$ cat src/rtl/color_pixel_threshold_scale_assert.svh
// ----------------------------------------------------------------------------
// color_pixel_threshold_scale_assert.svh
// Assertion macros shared by the pixel threshold and scale block.
// ----------------------------------------------------------------------------
`ifndef COLOR_PIXEL_THRESHOLD_SCALE_ASSERT_SVH
`define COLOR_PIXEL_THRESHOLD_SCALE_ASSERT_SVH

// Same-cycle implication, disabled while reset is asserted.
`define CPTS_ASSERT_NOW(label, clk, rst_n, ante, cons) \
  label: assert property (@(posedge clk) disable iff (!rst_n) (ante) |-> (cons)) \
    else $error("cpts assertion failed");

// Next-cycle implication, disabled while reset is asserted.
`define CPTS_ASSERT_NEXT(label, clk, rst_n, ante, cons) \
  label: assert property (@(posedge clk) disable iff (!rst_n) (ante) |=> (cons)) \
    else $error("cpts assertion failed");

`endif

$ cat src/rtl/cpts_pkg.sv
// ----------------------------------------------------------------------------
// cpts_pkg
// Constants and types of the pixel threshold and scale block.
// ----------------------------------------------------------------------------
package cpts_pkg;

  localparam int CHANNEL_BITS = 8;
  localparam int NUM_CHANNELS = 3;
  // One quotient bit is settled per divider cell.
  localparam int QUOT_STEPS   = CHANNEL_BITS;

  typedef logic [CHANNEL_BITS-1:0] chan_t;

  localparam chan_t CHAN_MAX     = {CHANNEL_BITS{1'b1}};
  localparam chan_t THRESH_RESET = chan_t'(110);

  // Per-channel state of the long division c*255 / m.
  typedef struct packed {
    chan_t rem;   // partial remainder, always below the divisor
    chan_t num;   // numerator bits still to be shifted in, MSB first
    chan_t quot;  // quotient bits settled so far
  } div_lane_t;

  typedef struct packed {
    logic                             keep;  // pixel keeps color (else black)
    chan_t                            m;     // channel maximum, the divisor
    div_lane_t [NUM_CHANNELS-1:0]     lane;
  } div_word_t;

endpackage

$ cat src/rtl/cpts_in_if.sv
// ----------------------------------------------------------------------------
// cpts_in_if
// Input pixel channel: valid/ready handshake and three color channels.
// ----------------------------------------------------------------------------
interface cpts_in_if;
  import cpts_pkg::*;

  logic  valid;
  logic  ready;
  chan_t chan_a_in;
  chan_t chan_b_in;
  chan_t chan_c_in;

  modport source (output valid, output chan_a_in, output chan_b_in, output chan_c_in,
                  input ready);
  modport sink   (input valid, input chan_a_in, input chan_b_in, input chan_c_in,
                  output ready);
endinterface

$ cat src/rtl/cpts_out_if.sv
// ----------------------------------------------------------------------------
// cpts_out_if
// Result pixel channel: valid/ready handshake and three color channels.
// ----------------------------------------------------------------------------
interface cpts_out_if;
  import cpts_pkg::*;

  logic  valid;
  logic  ready;
  chan_t chan_a_out;
  chan_t chan_b_out;
  chan_t chan_c_out;

  modport source (output valid, output chan_a_out, output chan_b_out, output chan_c_out,
                  input ready);
  modport sink   (input valid, input chan_a_out, input chan_b_out, input chan_c_out,
                  output ready);
endinterface

$ cat src/rtl/cpts_front.sv
// ----------------------------------------------------------------------------
// cpts_front
// Input stage: channel maximum, color decision and division setup.
// ----------------------------------------------------------------------------
module cpts_front (
  input  logic                clk,
  input  logic                rst_n,
  input  cpts_pkg::chan_t     threshold,
  cpts_in_if.sink             pix,
  output logic                out_valid,
  input  logic                out_ready,
  output cpts_pkg::div_word_t out_word
);
  import cpts_pkg::*;

  logic                          valid_r;
  div_word_t                     word_r;
  div_word_t                     word_nxt;
  chan_t                         max_ab;
  chan_t                         max_abc;
  logic [CHANNEL_BITS+1:0]       sum;
  logic [CHANNEL_BITS+3:0]       sum_x5;
  logic [CHANNEL_BITS+3:0]       max_x12;
  logic                          white;
  logic                          load;
  logic [2*CHANNEL_BITS-1:0]     numer [NUM_CHANNELS];
  chan_t                         chans [NUM_CHANNELS];

  assign load      = !valid_r || out_ready;
  assign pix.ready = load;

  always_comb begin
    chans[0] = pix.chan_a_in;
    chans[1] = pix.chan_b_in;
    chans[2] = pix.chan_c_in;
    max_ab   = (chans[1] > chans[0]) ? chans[1] : chans[0];
    max_abc  = (chans[2] > max_ab) ? chans[2] : max_ab;
    sum      = {2'b00, chans[0]} + {2'b00, chans[1]} + {2'b00, chans[2]};
    sum_x5   = {2'b00, sum} + {sum, 2'b00};
    max_x12  = {1'b0, max_abc, 3'b000} + {2'b00, max_abc, 2'b00};
    white    = (chans[0] == CHAN_MAX) && (chans[1] == CHAN_MAX) && (chans[2] == CHAN_MAX);

    word_nxt.keep = white || ((max_abc > threshold) && (sum_x5 < max_x12));
    word_nxt.m    = max_abc;
    for (int i = 0; i < NUM_CHANNELS; i++) begin
      // c*255 as c*256 - c. Its upper half is below m because c <= m.
      numer[i] = {chans[i], {CHANNEL_BITS{1'b0}}} - {{CHANNEL_BITS{1'b0}}, chans[i]};
      word_nxt.lane[i].rem  = numer[i][2*CHANNEL_BITS-1:CHANNEL_BITS];
      word_nxt.lane[i].num  = numer[i][CHANNEL_BITS-1:0];
      word_nxt.lane[i].quot = '0;
    end
  end

  always_ff @(posedge clk) begin
    if (!rst_n) begin
      valid_r <= 1'b0;
    end else if (load) begin
      valid_r <= pix.valid;
    end
  end

  always_ff @(posedge clk) begin
    if (load && pix.valid) begin
      word_r <= word_nxt;
    end
  end

  assign out_valid = valid_r;
  assign out_word  = word_r;
endmodule

$ cat src/rtl/cpts_div_cell.sv
// ----------------------------------------------------------------------------
// cpts_div_cell
// One restoring division step for all three channels, with its own register.
// ----------------------------------------------------------------------------
module cpts_div_cell (
  input  logic                clk,
  input  logic                rst_n,
  input  logic                in_valid,
  output logic                in_ready,
  input  cpts_pkg::div_word_t in_word,
  output logic                out_valid,
  input  logic                out_ready,
  output cpts_pkg::div_word_t out_word
);
  import cpts_pkg::*;

  logic                  valid_r;
  div_word_t             word_r;
  div_word_t             word_nxt;
  logic [CHANNEL_BITS:0] rem_sh [NUM_CHANNELS];
  logic [CHANNEL_BITS:0] rem_sub [NUM_CHANNELS];
  logic                  fits [NUM_CHANNELS];
  logic                  load;

  assign load     = !valid_r || out_ready;
  assign in_ready = load;

  always_comb begin
    word_nxt = in_word;
    for (int i = 0; i < NUM_CHANNELS; i++) begin
      rem_sh[i]  = {in_word.lane[i].rem, in_word.lane[i].num[CHANNEL_BITS-1]};
      rem_sub[i] = rem_sh[i] - {1'b0, in_word.m};
      fits[i]    = rem_sh[i] >= {1'b0, in_word.m};
      // Either way the new remainder is below m, so it fits a channel width.
      word_nxt.lane[i].rem  = fits[i] ? rem_sub[i][CHANNEL_BITS-1:0]
                                      : rem_sh[i][CHANNEL_BITS-1:0];
      word_nxt.lane[i].num  = {in_word.lane[i].num[CHANNEL_BITS-2:0], 1'b0};
      word_nxt.lane[i].quot = {in_word.lane[i].quot[CHANNEL_BITS-2:0], fits[i]};
    end
  end

  always_ff @(posedge clk) begin
    if (!rst_n) begin
      valid_r <= 1'b0;
    end else if (load) begin
      valid_r <= in_valid;
    end
  end

  always_ff @(posedge clk) begin
    if (load && in_valid) begin
      word_r <= word_nxt;
    end
  end

  assign out_valid = valid_r;
  assign out_word  = word_r;
endmodule

$ cat src/rtl/cpts_round.sv
// ----------------------------------------------------------------------------
// cpts_round
// Output stage: round half to even, blacken rejected pixels, output register.
// ----------------------------------------------------------------------------
module cpts_round (
  input  logic                clk,
  input  logic                rst_n,
  input  logic                in_valid,
  output logic                in_ready,
  input  cpts_pkg::div_word_t in_word,
  cpts_out_if.source          pix
);
  import cpts_pkg::*;

  logic                  valid_r;
  chan_t                 res_r [NUM_CHANNELS];
  chan_t                 res_nxt [NUM_CHANNELS];
  logic [CHANNEL_BITS:0] two_rem [NUM_CHANNELS];
  logic [CHANNEL_BITS:0] bumped [NUM_CHANNELS];
  logic                  up [NUM_CHANNELS];
  logic                  load;

  assign load     = !valid_r || pix.ready;
  assign in_ready = load;

  always_comb begin
    for (int i = 0; i < NUM_CHANNELS; i++) begin
      two_rem[i] = {in_word.lane[i].rem, 1'b0};
      up[i]      = (two_rem[i] > {1'b0, in_word.m}) ||
                   ((two_rem[i] == {1'b0, in_word.m}) && in_word.lane[i].quot[0]);
      bumped[i]  = {1'b0, in_word.lane[i].quot} + {{CHANNEL_BITS{1'b0}}, up[i]};
      if (!in_word.keep) begin
        res_nxt[i] = '0;
      end else if (bumped[i][CHANNEL_BITS]) begin
        res_nxt[i] = CHAN_MAX;
      end else begin
        res_nxt[i] = bumped[i][CHANNEL_BITS-1:0];
      end
    end
  end

  always_ff @(posedge clk) begin
    if (!rst_n) begin
      valid_r <= 1'b0;
    end else if (load) begin
      valid_r <= in_valid;
    end
  end

  always_ff @(posedge clk) begin
    if (load && in_valid) begin
      res_r <= res_nxt;
    end
  end

  assign pix.valid      = valid_r;
  assign pix.chan_a_out = res_r[0];
  assign pix.chan_b_out = res_r[1];
  assign pix.chan_c_out = res_r[2];
endmodule

$ cat src/rtl/color_pixel_threshold_scale.sv
// ----------------------------------------------------------------------------
// color_pixel_threshold_scale
// Color pixel threshold and rescale to full range.
// ----------------------------------------------------------------------------
// One pixel transfer is accepted per clock cycle while the output side is not
// stalled. Each pixel passes through one input stage that finds the channel
// maximum and makes the color decision, a chain of eight division cells that
// each settle one quotient bit of c*255/max for all three channels, and one
// rounding stage that holds the output register. Every stage has its own
// valid bit and accepts new data whenever it is empty or its successor takes
// its content, so gaps in the stream are absorbed while the output waits.
// A pure white pixel comes out white, a pixel whose maximum is not above the
// threshold or whose mean is at least 80% of the maximum comes out black.
// ----------------------------------------------------------------------------
module color_pixel_threshold_scale (
  input  logic            clk,
  input  logic            rst_n,
  input  logic            cfg_wr_en,
  input  cpts_pkg::chan_t cfg_wr_data,
  cpts_in_if.sink         in_pix,
  cpts_out_if.source      out_pix
);
  import cpts_pkg::*;

  `include "color_pixel_threshold_scale_assert.svh"

  chan_t     threshold_r;
  logic      vld [QUOT_STEPS+1];
  logic      rdy [QUOT_STEPS+1];
  div_word_t word [QUOT_STEPS+1];

  always_ff @(posedge clk) begin
    if (!rst_n) begin
      threshold_r <= THRESH_RESET;
    end else if (cfg_wr_en) begin
      threshold_r <= cfg_wr_data;
    end
  end

  cpts_front u_front (
    .clk       (clk),
    .rst_n     (rst_n),
    .threshold (threshold_r),
    .pix       (in_pix),
    .out_valid (vld[0]),
    .out_ready (rdy[0]),
    .out_word  (word[0])
  );

  for (genvar g = 0; g < QUOT_STEPS; g++) begin : g_cell
    cpts_div_cell u_cell (
      .clk       (clk),
      .rst_n     (rst_n),
      .in_valid  (vld[g]),
      .in_ready  (rdy[g]),
      .in_word   (word[g]),
      .out_valid (vld[g+1]),
      .out_ready (rdy[g+1]),
      .out_word  (word[g+1])
    );
  end

  cpts_round u_round (
    .clk      (clk),
    .rst_n    (rst_n),
    .in_valid (vld[QUOT_STEPS]),
    .in_ready (rdy[QUOT_STEPS]),
    .in_word  (word[QUOT_STEPS]),
    .pix      (out_pix)
  );

  // A kept pixel always has one channel equal to the maximum, which scales to full range.
  `CPTS_ASSERT_NOW(a_out_full_or_black, clk, rst_n, out_pix.valid,
    (out_pix.chan_a_out == CHAN_MAX) || (out_pix.chan_b_out == CHAN_MAX) ||
    (out_pix.chan_c_out == CHAN_MAX) ||
    ((out_pix.chan_a_out == '0) && (out_pix.chan_b_out == '0) && (out_pix.chan_c_out == '0)))
  // An empty input stage must take the next transfer.
  `CPTS_ASSERT_NOW(a_in_ready_when_empty, clk, rst_n, !vld[0], in_pix.ready)
  // No result appears without an item leaving the last division cell.
  `CPTS_ASSERT_NEXT(a_no_invented_result, clk, rst_n,
    out_pix.valid && out_pix.ready && !vld[QUOT_STEPS], !out_pix.valid)
endmodule
$ cat src/flat_wrapper.sv
// flat-port wrapper written by rule: the top's interface ports become plain ports
module color_pixel_threshold_scale_flat import cpts_pkg::*;
  (clk, rst_n, cfg_wr_en, cfg_wr_data, in_pix_valid, in_pix_chan_a_in, in_pix_chan_b_in, in_pix_chan_c_in, in_pix_ready, out_pix_valid, out_pix_chan_a_out, out_pix_chan_b_out, out_pix_chan_c_out, out_pix_ready);
  cpts_in_if in_pix_i ();
  cpts_out_if out_pix_i ();
  input  logic clk;
  input  logic rst_n;
  input  logic cfg_wr_en;
  input  cpts_pkg::chan_t cfg_wr_data;
  input wire logic [$bits(in_pix_i.valid)-1:0] in_pix_valid;
  input wire logic [$bits(in_pix_i.chan_a_in)-1:0] in_pix_chan_a_in;
  input wire logic [$bits(in_pix_i.chan_b_in)-1:0] in_pix_chan_b_in;
  input wire logic [$bits(in_pix_i.chan_c_in)-1:0] in_pix_chan_c_in;
  output wire logic [$bits(in_pix_i.ready)-1:0] in_pix_ready;
  output wire logic [$bits(out_pix_i.valid)-1:0] out_pix_valid;
  output wire logic [$bits(out_pix_i.chan_a_out)-1:0] out_pix_chan_a_out;
  output wire logic [$bits(out_pix_i.chan_b_out)-1:0] out_pix_chan_b_out;
  output wire logic [$bits(out_pix_i.chan_c_out)-1:0] out_pix_chan_c_out;
  input wire logic [$bits(out_pix_i.ready)-1:0] out_pix_ready;
  assign in_pix_i.valid = in_pix_valid;
  assign in_pix_i.chan_a_in = in_pix_chan_a_in;
  assign in_pix_i.chan_b_in = in_pix_chan_b_in;
  assign in_pix_i.chan_c_in = in_pix_chan_c_in;
  assign in_pix_ready = in_pix_i.ready;
  assign out_pix_valid = out_pix_i.valid;
  assign out_pix_chan_a_out = out_pix_i.chan_a_out;
  assign out_pix_chan_b_out = out_pix_i.chan_b_out;
  assign out_pix_chan_c_out = out_pix_i.chan_c_out;
  assign out_pix_i.ready = out_pix_ready;
  color_pixel_threshold_scale u_core (.clk(clk), .rst_n(rst_n), .cfg_wr_en(cfg_wr_en), .cfg_wr_data(cfg_wr_data), .in_pix(in_pix_i), .out_pix(out_pix_i));
endmodule
$ cat config.mk
export PLATFORM = sky130hd
export DESIGN_NAME = color_pixel_threshold_scale_flat
export DESIGN_NICKNAME = d
export VERILOG_FILES = /design/src/rtl/cpts_pkg.sv /design/src/rtl/cpts_in_if.sv /design/src/rtl/cpts_out_if.sv /design/src/rtl/cpts_front.sv /design/src/rtl/cpts_div_cell.sv /design/src/rtl/cpts_round.sv /design/src/rtl/color_pixel_threshold_scale.sv /design/src/flat_wrapper.sv
export VERILOG_INCLUDE_DIRS = /design/src /design/src/rtl
export SDC_FILE = /design/constraint.sdc
export NUM_CORES = 1
export LEC_CHECK = 0
export ABC_AREA = 1
export ABC_CLOCK_PERIOD_IN_PS = 4600
export CORE_MARGIN = 5
export CORE_UTILIZATION = 58
export DETAILED_ROUTE_END_ITERATION = 16
export DONT_BUFFER_PORTS = 1
export GPL_TIMING_DRIVEN = 0
export PLACE_DENSITY = 0.87
export REMOVE_ABC_BUFFERS = 1
export SYNTH_ARGS = -nofsm -noshare
export SYNTH_HDL_FRONTEND = slang
export SYNTH_SLANG_ARGS = --single-unit
$ cat constraint.sdc
create_clock -name clk -period 4.6 [get_ports clk]
set_clock_uncertainty 0.05 [all_clocks]
set_input_delay 0.23 -clock clk [delete_from_list [all_inputs] [get_ports clk]]
set_output_delay 0.23 -clock clk [all_outputs]
set_load 0.02 [all_outputs]
-- After elaboration in Yosys (flattened, before gate mapping)
Cells that the tools add are included.
- equality and inequality tests: 6
- order comparisons: 31
- $add $sub $neg: 34
- reductions and logical operators: 40
- muxes and demuxes: 29
- operators by type and width (operator ; count):
    2-to-1 mux 8 bit ; 29
    greater-or-equal comparator 9 x 8 -> 1 bit ; 24
    subtractor 8 bit ; 24
    subtractor 16 x 8 -> 16 bit ; 3
    adder 8 x 1 -> 9 bit ; 3
    == test 9 x 8 -> 1 bit ; 3
    greater-than comparator 9 x 8 -> 1 bit ; 3
    == test 8 bit (second input constant) ; 3
    greater-than comparator 8 bit ; 3
    logical AND 1 bit ; 16
    logical OR 1 bit ; 14
    adder 10 x 12 -> 12 bit ; 1
    adder 11 x 10 -> 12 bit ; 1
    less-than comparator 12 bit ; 1
    adder 9 x 8 -> 10 bit ; 1
    zero test 1 bit ; 10
    adder 8 x 8 -> 9 bit ; 1
- bits of input ports: 37
- output and inout port bits: 26
- register bits: 555

-- Depth between registers and ports, before layout
Gate-level depths: netlist of the first run.
- word-level depth: 12
- depth in mapped cells: 43

-- By module
A second synthesis of the first run with hierarchy kept.
- cell total of the unflattened synthesis: 4130
- area total of the unflattened synthesis: 40548.9 µm²
- by module, submodules not included (module ; cells each ; instances ; area an instance (µm²)):
    cpts_div_cell at u_core.g_cell[2].u_cell ... ; 404 ; 4 ; 4184.0
    cpts_div_cell at u_core.g_cell[0].u_cell ... ; 405 ; 3 ; 4087.7
    cpts_front ; 596 ; 1 ; 5049.8
    cpts_div_cell at u_core.g_cell[6].u_cell ; 404 ; 1 ; 4199.0
    cpts_round ; 258 ; 1 ; 1999.4
    color_pixel_threshold_scale ; 41 ; 1 ; 301.5

-- Worst setup path after synthesis of the first run
OpenSTA, ideal clock, no wires.
- kind: input to register
- start: input port in_pix_chan_a_in[1]
- end: register u_core.u_front.word_r, in the netlist u_core.u_front.out_word[80], data pin
- path slack: -291 ps
- path buffers: 2
- stages: 35
- required time: 4298 ps
- data arrival time: 4589 ps
- cell sequence: inv_1 ha_1 nand2_1 nand2_1 nand2_1 nand2_1 nand2_2 nand2_4 nand2_4 clkbuf_1 o21ai_0 inv_1 ha_1 a21oi_1 nor2_1 a211oi_1 nand2_4 nand2_4 buf_8 inv_1 o21ai_0 ha_1 a21oi_1 o21ai_1 inv_1 nand2_1 nand2_1 nand2_1 ha_1 nand4_1 o221a_2 nand2_1 a21oi_1 nand2_1 nand2_1
- RTL lines (item ; line ; text):
    start: declaration ; flat_wrapper.sv:11 ; input wire logic [$bits(in_pix_i.chan_a_in)-1:0] in_pix_chan_a_in;
    end signal: assignment ; cpts_front.sv:64 ; word_r <= word_nxt;
    end: declaration ; cpts_front.sv:17 ; div_word_t word_r;

==> results of run 1 <==
## flip-flops by register name, indices dropped and copies added (netlist names)
| name | cells |
|---|---|
| u_core.u_front.out_valid | 1 |
| u_core.u_round.pix.chan_c_out | 8 |
| u_core.u_front.out_word | 57 |
| u_core.g_cell.u_cell.out_word | 456 |
| u_core.u_round.pix.valid | 1 |
| u_core.threshold_r | 8 |
| u_core.u_round.pix.chan_a_out | 8 |
| u_core.u_round.pix.chan_b_out | 8 |
| u_core.g_cell.u_cell.out_valid | 8 |
## final timing paths
kind	slack, ns	endpoint	startpoint
setup reg to reg	0.47	u_core.u_front.out_word[68]$_DFFE_PP_	u_core.u_round.pix.valid$_SDFFE_PN0P_
hold / removal	0.02	u_core.u_front.out_word[80]$_DFFE_PP_	in_pix_chan_c_in[4]
setup / recovery	0.08	u_core.u_front.out_word[80]$_DFFE_PP_	in_pix_chan_a_in[1]
hold reg to reg	0.37	u_core.g_cell[6].u_cell.out_word[51]$_DFFE_PP_	u_core.g_cell[5].u_cell.out_word[50]$_DFFE_PP_
## kinds of logic after synthesis
family	Yosys count	synth area share, %
buffers and inverters	398	5.053
AO/OA/AOI/OAI	516	9.417
flip-flops	555	55.03
AND/OR/NAND/NOR	824	11.63
adder cells (fa/ha/maj)	308	13.71
multiplexers	1	0.03758
XOR/XNOR	175	5.116
## cells in the final DEF, fill, tap and decap left out, types with 9 or more instances in the layout
cell type / n
xor2_1: 121
a211oi_1: 30
inv_1: 354
o21bai_1: 16
a21oi_1: 314
clkbuf_16: 54
clkinv_2: 11
xnor2_1: 53
o211ai_1: 14
nand3_1: 53
buf_4: 39
a31oi_1: 10
nand4_1: 45
dfxtp_1: 18
ha_1: 264
edfxtp_1: 537
nor3_1: 29
a21o_1: 10
clkinv_1: 10
dlygate4sd3_1: 58
nand2_1: 255
fa_1: 34
ha_4: 9
o21ai_0: 99
buf_12: 9
nand2_2: 24
nor2_1: 380
## power groups by stage
stage                     Combinational (uW)  Clock, uW  Sequential (uW)
after floorplan                         1850          0             5940
after global placement                  2270          0             5990
after detailed placement                2400          0             5990
after CTS                               2500       4530             5890
after global routing                    3030       4770             5900
final                                   2740       4480             5890
## critical path, delay by kind of cell
kind / cells / cell delay [ns]
xor+xnor: 1 / 0.13
fa+ha+maj: 4 / 1.07
simple gates: 25 / 2.09
buf+inv: 6 / 0.63
compound gates: 4 / 0.73
## area by class of cell
type / instances / area [um2] / share of cell area (%)
sequential: 555 / 16490 / 48.69
multi-input combinational: 1827 / 12300 / 36.33
inverter: 366 / 1389 / 4.102
clock buffer: 61 / 1378 / 4.069
timing repair buffer: 107 / 1069 / 3.156
tap: 680 / 850.8 / 2.513
clock inverter: 35 / 385.4 / 1.138
## per-stage QoR
step / setup WS (ns) / hold WS [ns]
after floorplan: -0.1679 / 0.2789
after global routing: -0.1416 / 0.01485
final: 0.08165 / 0.02106
after CTS: 0.002075 / 0.001021
after detailed placement: -1.515 / 0.2805
after global placement: -1.467 / 0.2806
## timing repair
item,CTS,global route
gates cloned,0,3
pin swaps,1,16
setup buffers,3,28
hold endpoints to repair,74,0
hold buffers,58,0
gates resized for setup,10,48
setup endpoints to repair,1,1
## metal layers
| metal | vias to the layer above | GRT usage (%) | routed length (um) |
|---|---|---|---|
| li1 | 9928 | - | - |
| met1 | 10120 | 26.85 | 25150 |
| met2 | 1004 | 46.29 | 37840 |
| met3 | 321 | 3.980 | 4664 |
| met4 | 0 | 15.57 | 5651 |
| met5 | - | 0 | 0 |
==> summary.txt, run 1 <==
Timing
  – Final period utilization: roughly 100%
  – Slew at the pin closest to its max-slew limit: 1.383 ns
  – Max-slew violations: 0
  – Count of final hold-check violations: 0
  – Fmax: 221.3 MHz
  – Final setup fails: 0
  – Final min period: 4.518 ns
  – Slew HR: 7.413%
  – Fin Setup TNS: 0 ns

Place
  – Area after DPL: about 30000 um2
  – Hpwl dp: 50520 um
  – Buffers on Ports: 0
  – GPL Wtd Cong: 0.9561
  – Placed Cells incl. Taps: 3437

Setup path
  – CP Class: in -> reg
  – Critical path arrival: 4.93 ns
  – R2R cell count: 22
  – Crit. End Element: flip-flop
  – CP dominant cell by count: nand2_1
  – CP Launch Type: primary input
  – Critical path's largest stage delay: 0.32 ns
  – Crit-path slowest cell: ha_4
  – WP data required: 5.02 ns
  – Crit-path max FO: 7

Synth
  – Cells after Synth: 2777
  – Primary FF master, synth: edfxtp_1
  – Post-synthesis async set-or-reset flop share: 0%
  – Syn avg cell area: 10.79 um2
  – Synth Register Bits: 555
  – Top-area cell type share of the netlist area: roughly 54%
  – Synth top cells by count: edfxtp_1 (537), nor2_1 (386), inv_1 (365), a21oi_1 (317), ha_1 (274)
  – Post-synth top area cell: edfxtp_1
  – Synth unique cells: 52
  – Part of the Yosys area used for sequential elements: 55.03%
  – EDFF count, synth: 537
  – Most frequent cell after synthesis: edfxtp_1
  – Mapped Area: 29960 um2
  – Dominant cells by area after synthesis: edfxtp_1 (54%), ha_1 (11%), a21oi_1 (5.3%)
  – Synth warn: 0

Pwr
  – Worst-case vdd ir drop: ~320 uV
  – Psw: 3676 uW
  – Power density cells: 387.1 nW/um2
  – Part of the power in the clock network: approximately 34%
  – Combinational Power Share: a little over a fifth
  – Int Pwr: 9428 uW
  – Switching Share: 28.05%
  – Leak Pwr: 0.01377 uW
  – Tot Pwr: between 10000 and 15000 uW
  – Seq pwr share: 44.9%

Clock network
  – CTS tree: done
  – CTS buffer count: 54
  – CTS max path bufs: 3
  – Clock-pin slew on the worst setup and hold paths: about 0.060 ns
  – Clock Tree Root: clkbuf_16
  – Clk sinks: 555
  – H-tree levels: 2
  – Clk_lat worst skew: 0.61 ns

Floorplan
  – Die area: 56300 um2
  – Io pins: 63
  – Initial Util: 58.52%
  – Row count: 83
  – Chip Height: 237.3 um
  – Die Width: between 200 and 250 um
  – Core area: 51200 um2

Final layout
  – Non-Filler Instances: 3631
  – Number of diodes: 0
  – Layout fillers: 3444
  – Synthesis-to-finish area growth: 13.00%
  – Layout cells sized above 1: 7.489%
  – Nets: roughly 3.3k
  – Post-layout util: about two thirds
  – Post-layout instance area: 33860 um2

Routing
  – Vias per inst: 5.886
  – Post-route ant nets: 0
  – Routed vias: 21.37k
  – Drt pass-1 iters: 6
  – # DRC: 0
  – Wire per inst: 20.19 um
  – WL final: 73300 um
  – DRT iter0 DRCs: 1754

Run status
  – Run status: complete, no violations

Global routing
  – Number of global-route vias before repair: approximately 22k
  – First-pass GRT wire length: between 100000 and 150000 um
  – Largest net degree at the start of global routing: between 50 and 60
  – Initial antenna violation count: 0
  – GRT Total Usage: 25.10%
  – GRT overflow: 0

Hold path
  – HP Class: in -> reg
  – Hold depth: 4

Flow run
  – Max-cap viol count: 0
(Power assumes the default switching activity.)
==> run 2, diff against run 1 <==
--- a/config.mk
+++ b/config.mk
@@ -14,7 +14,6 @@
 export DONT_BUFFER_PORTS = 1
 export GPL_TIMING_DRIVEN = 0
 export PLACE_DENSITY = 0.87
-export REMOVE_ABC_BUFFERS = 1
 export SYNTH_ARGS = -nofsm -noshare
 export SYNTH_HDL_FRONTEND = slang
 export SYNTH_SLANG_ARGS = --single-unit
==> summary.txt, run 2 (synthesized netlist as in run 1, its figures left out) <==
Timing
  – Final period utilization: 97.23% (-0.99 points)
  – Fin Setup TNS: 0 ns (unchanged)
  – Fmax: 223.6 MHz (+1.0%)
  – Final min period: 4.473 ns (-0.04565 ns)
  – Count of final hold-check violations: 0 (unchanged)
  – Final setup fails: 0 (unchanged)
  – Slew HR: 36.83% (+29 points)
  – Max-slew violations: 0 (unchanged)
  – Slew at the pin closest to its max-slew limit: 0.9327 ns (-0.4500 ns)
  – Final WS setup: 0.1273 ns (+0.04565 ns)

Setup path
  – Reg-to-reg startpoint: u_core.u_round.pix.valid$_SDFFE_PN0P_
  – CP Launch Type: primary input
  – Flop-to-flop setup slack: 0.82 ns (+0.35 ns)
  – Critical path's largest stage delay: 0.34 ns (+0.02 ns)
  – Crit-path slowest cell: ha_1
  – Worst path bufs/invs: 7 (+1)
  – Crit-path max FO: 7 (unchanged)
  – Critical path arrival: 4.78 ns (-0.15 ns)
  – CP Class: in -> reg
  – WP data required: 4.91 ns (-0.11 ns)
  – R2R cell count: 22 (unchanged)
  – CP dominant cell by count: nand2_2
  – CP top delay family: simple AND/OR/NAND/NOR gates
  – Critical R2R Capture: u_core.u_front.out_word[42]$_DFFE_PP_
  – Crit. End Element: flip-flop

Routing
  – Drt pass-1 iters: 5 (-1)
  – Wire per inst: 19.39 um (-4.0%)
  – DRT iter0 DRCs: 1649 (-6.0%)
  – # DRC: 0 (unchanged)
  – Vias per inst: 5.745 (-2.4%)
  – Routed vias: 20.98k (-1.8%)
  – Post-route ant nets: 0 (unchanged)
  – WL final: 70810 um (-3.4%)

Global routing
  – GRT Total Usage: 24.48% (-0.63 points)
  – First-pass GRT wire length: 110200 um (-2.2%)
  – Initial antenna violation count: 2 (+2)
  – Largest net degree at the start of global routing: 51 (-1.9%)
  – GRT overflow: 0 (unchanged)
  – Number of global-route vias before repair: 21.31k (-1.6%)

Run status
  – Run status: complete, no violations

Final layout
  – Post-layout util: 66.57% (+0.44 points)
  – Synthesis-to-finish area growth: 13.76%
  – Layout cells sized above 1: 6.866% (-0.62 points)
  – Nets: 3271 (+0.46%)
  – Max reg flops: 456 (unchanged)
  – Commonest non-fill, non-tap cell in the layout: edfxtp_1
  – Layout fillers: 3536 (+2.7%)
  – Commonest non-fill, non-tap cells in the layout: edfxtp_1 (537), nor2_1 (379), inv_1 (353)

Floorplan
  – Die area: 56300 um2 (unchanged)
  – Initial Util: 58.52% (unchanged)
  – Io pins: 63 (unchanged)
  – Die Width: 237.3 um (unchanged)
  – Core area: 51200 um2 (unchanged)
  – Row count: 83 (unchanged)
  – Chip Height: 237.3 um (unchanged)

Place
  – GPL Wtd Cong: 0.9572 (+0.12%)
  – Hpwl dp: 50990 um (+0.94%)
  – Post-place setup slack: -0.9270 ns (+0.5880 ns)
  – Buffers on Ports: 0 (unchanged)

Pwr
  – Worst-case vdd ir drop: 326.1 uV (+2.8%)
  – Power density cells: 394.2 nW/um2 (+1.9%)
  – Leak Pwr: 0.01382 uW (+0.35%)

Clock network
  – CTS max path bufs: 3 (unchanged)
  – Clk_lat worst skew: 0.62 ns (about the same)
  – H-tree levels: 2 (unchanged)
  – Clk sinks: 555 (unchanged)
  – Clock-pin slew on the worst setup and hold paths: 0.07 ns (about the same)
  – CTS buffer count: 55 (+1.9%)
  – CTS tree: done
  – Clock Tree Root: clkbuf_16

Synth
  – Synthesized Nets: 3122

Flow run
  – Max-cap viol count: 0 (unchanged)

Hold path
  – Min-Delay Endpoint: u_core.u_front.out_word[69]$_DFFE_PP_
  – Startpoint of the worst hold path: in_pix_chan_c_in[1]
  – HP Class: in -> reg
  – Hold depth: 3 (-1)
run 2: worst max path at each step:
stage / start / slack [ns] / endpoint / cells after the start
floorplan: in_pix_chan_a_in[1] / 0.05 / u_core.u_front.out_word[80]$_DFFE_PP_ / 38
global placement: in_pix_chan_a_in[1] / -0.96 / u_core.u_front.out_word[80]$_DFFE_PP_ / 37
detailed placement: in_pix_chan_a_in[1] / -0.93 / u_core.u_front.out_word[80]$_DFFE_PP_ / 34
CTS: in_pix_chan_a_in[1] / 0.03 / u_core.u_front.out_word[80]$_DFFE_PP_ / 38
global route: in_pix_chan_a_in[5] / -0.09 / u_core.u_front.out_word[80]$_DFFE_PP_ / 39
finish: in_pix_chan_a_in[7] / 0.13 / u_core.u_front.out_word[80]$_DFFE_PP_ / 37
run 2: routing by layer:
layer | vias to the layer above | global-route usage, % | part of all wire, % | wire length (um)
met5 | - | 0 | 0.018 | 13
met1 | 9964 | 27.47 | 37 | 25970
met3 | 245 | 3.643 | 5.5 | 3918
li1 | 9951 | - | - | -
met2 | 820 | 45.03 | 52 | 36800
met4 | 2 | 12.84 | 5.8 | 4106
run 2: what timing repair did:
item,CTS,global route
endpoints found under the hold margin,72,1
endpoints found under the setup margin,1,1
hold buffers,69,1
resized for setup,19,40
cloned,0,1
pin swaps,1,13
buffers inserted,2,9
run 2: final cells by class:
cell class                 count  area (um2)  share of cell area [%]
multi-input combinational   1824       12250                   35.94
sequential                   555       16490                   48.37
antenna                        1       2.502                0.007342
clock buffer                  62        1424                   4.178
buffer                        32       157.7                  0.4626
timing repair buffer          92        1003                   2.944
inverter                     366        1389                   4.075
clock inverter                40       520.5                   1.527
tap                          680       850.8                   2.496
run 2: per-stage QoR:
stage          power (uW)  std cells  instance area (um2)  hold slack [ns]
3_3_place_gp         8317       3457                30820           0.2814
3_5_place_dp         8412       3467                31050           0.2806
4_1_cts             13300       3640                33770         0.009502
6_report            13440       3652                34080          0.02582
5_1_grt             14080       3651                34080          0.01680
2_1_floorplan        7810       2777                29970           0.2789
run 2: worst register-to-register path: stages, from the launching register on:
cell	delay [ns]
dfxtp_1	0.46
inv_1	0.07
nor2_1	0.16
inv_1	0.08
nor2_1	0.10
inv_1	0.07
nor2_1	0.09
inv_1	0.07
nor2_1	0.22
inv_1	0.10
nor2_1	0.26
inv_1	0.10
nor2_1	0.10
inv_1	0.07
nor2_1	0.08
inv_1	0.07
nor2_1	0.23
inv_1	0.09
nor2_1	0.25
nand2_1	0.26
nand2_1	0.16
inv_2	0.12
buf_12	0.22
run 2: where the power goes:
| group | switching [uW] | internal (uW) |
|---|---|---|
| sequential | 119 | 5770 |
| clock | 1950 | 2850 |
| combinational | 1630 | 1110 |
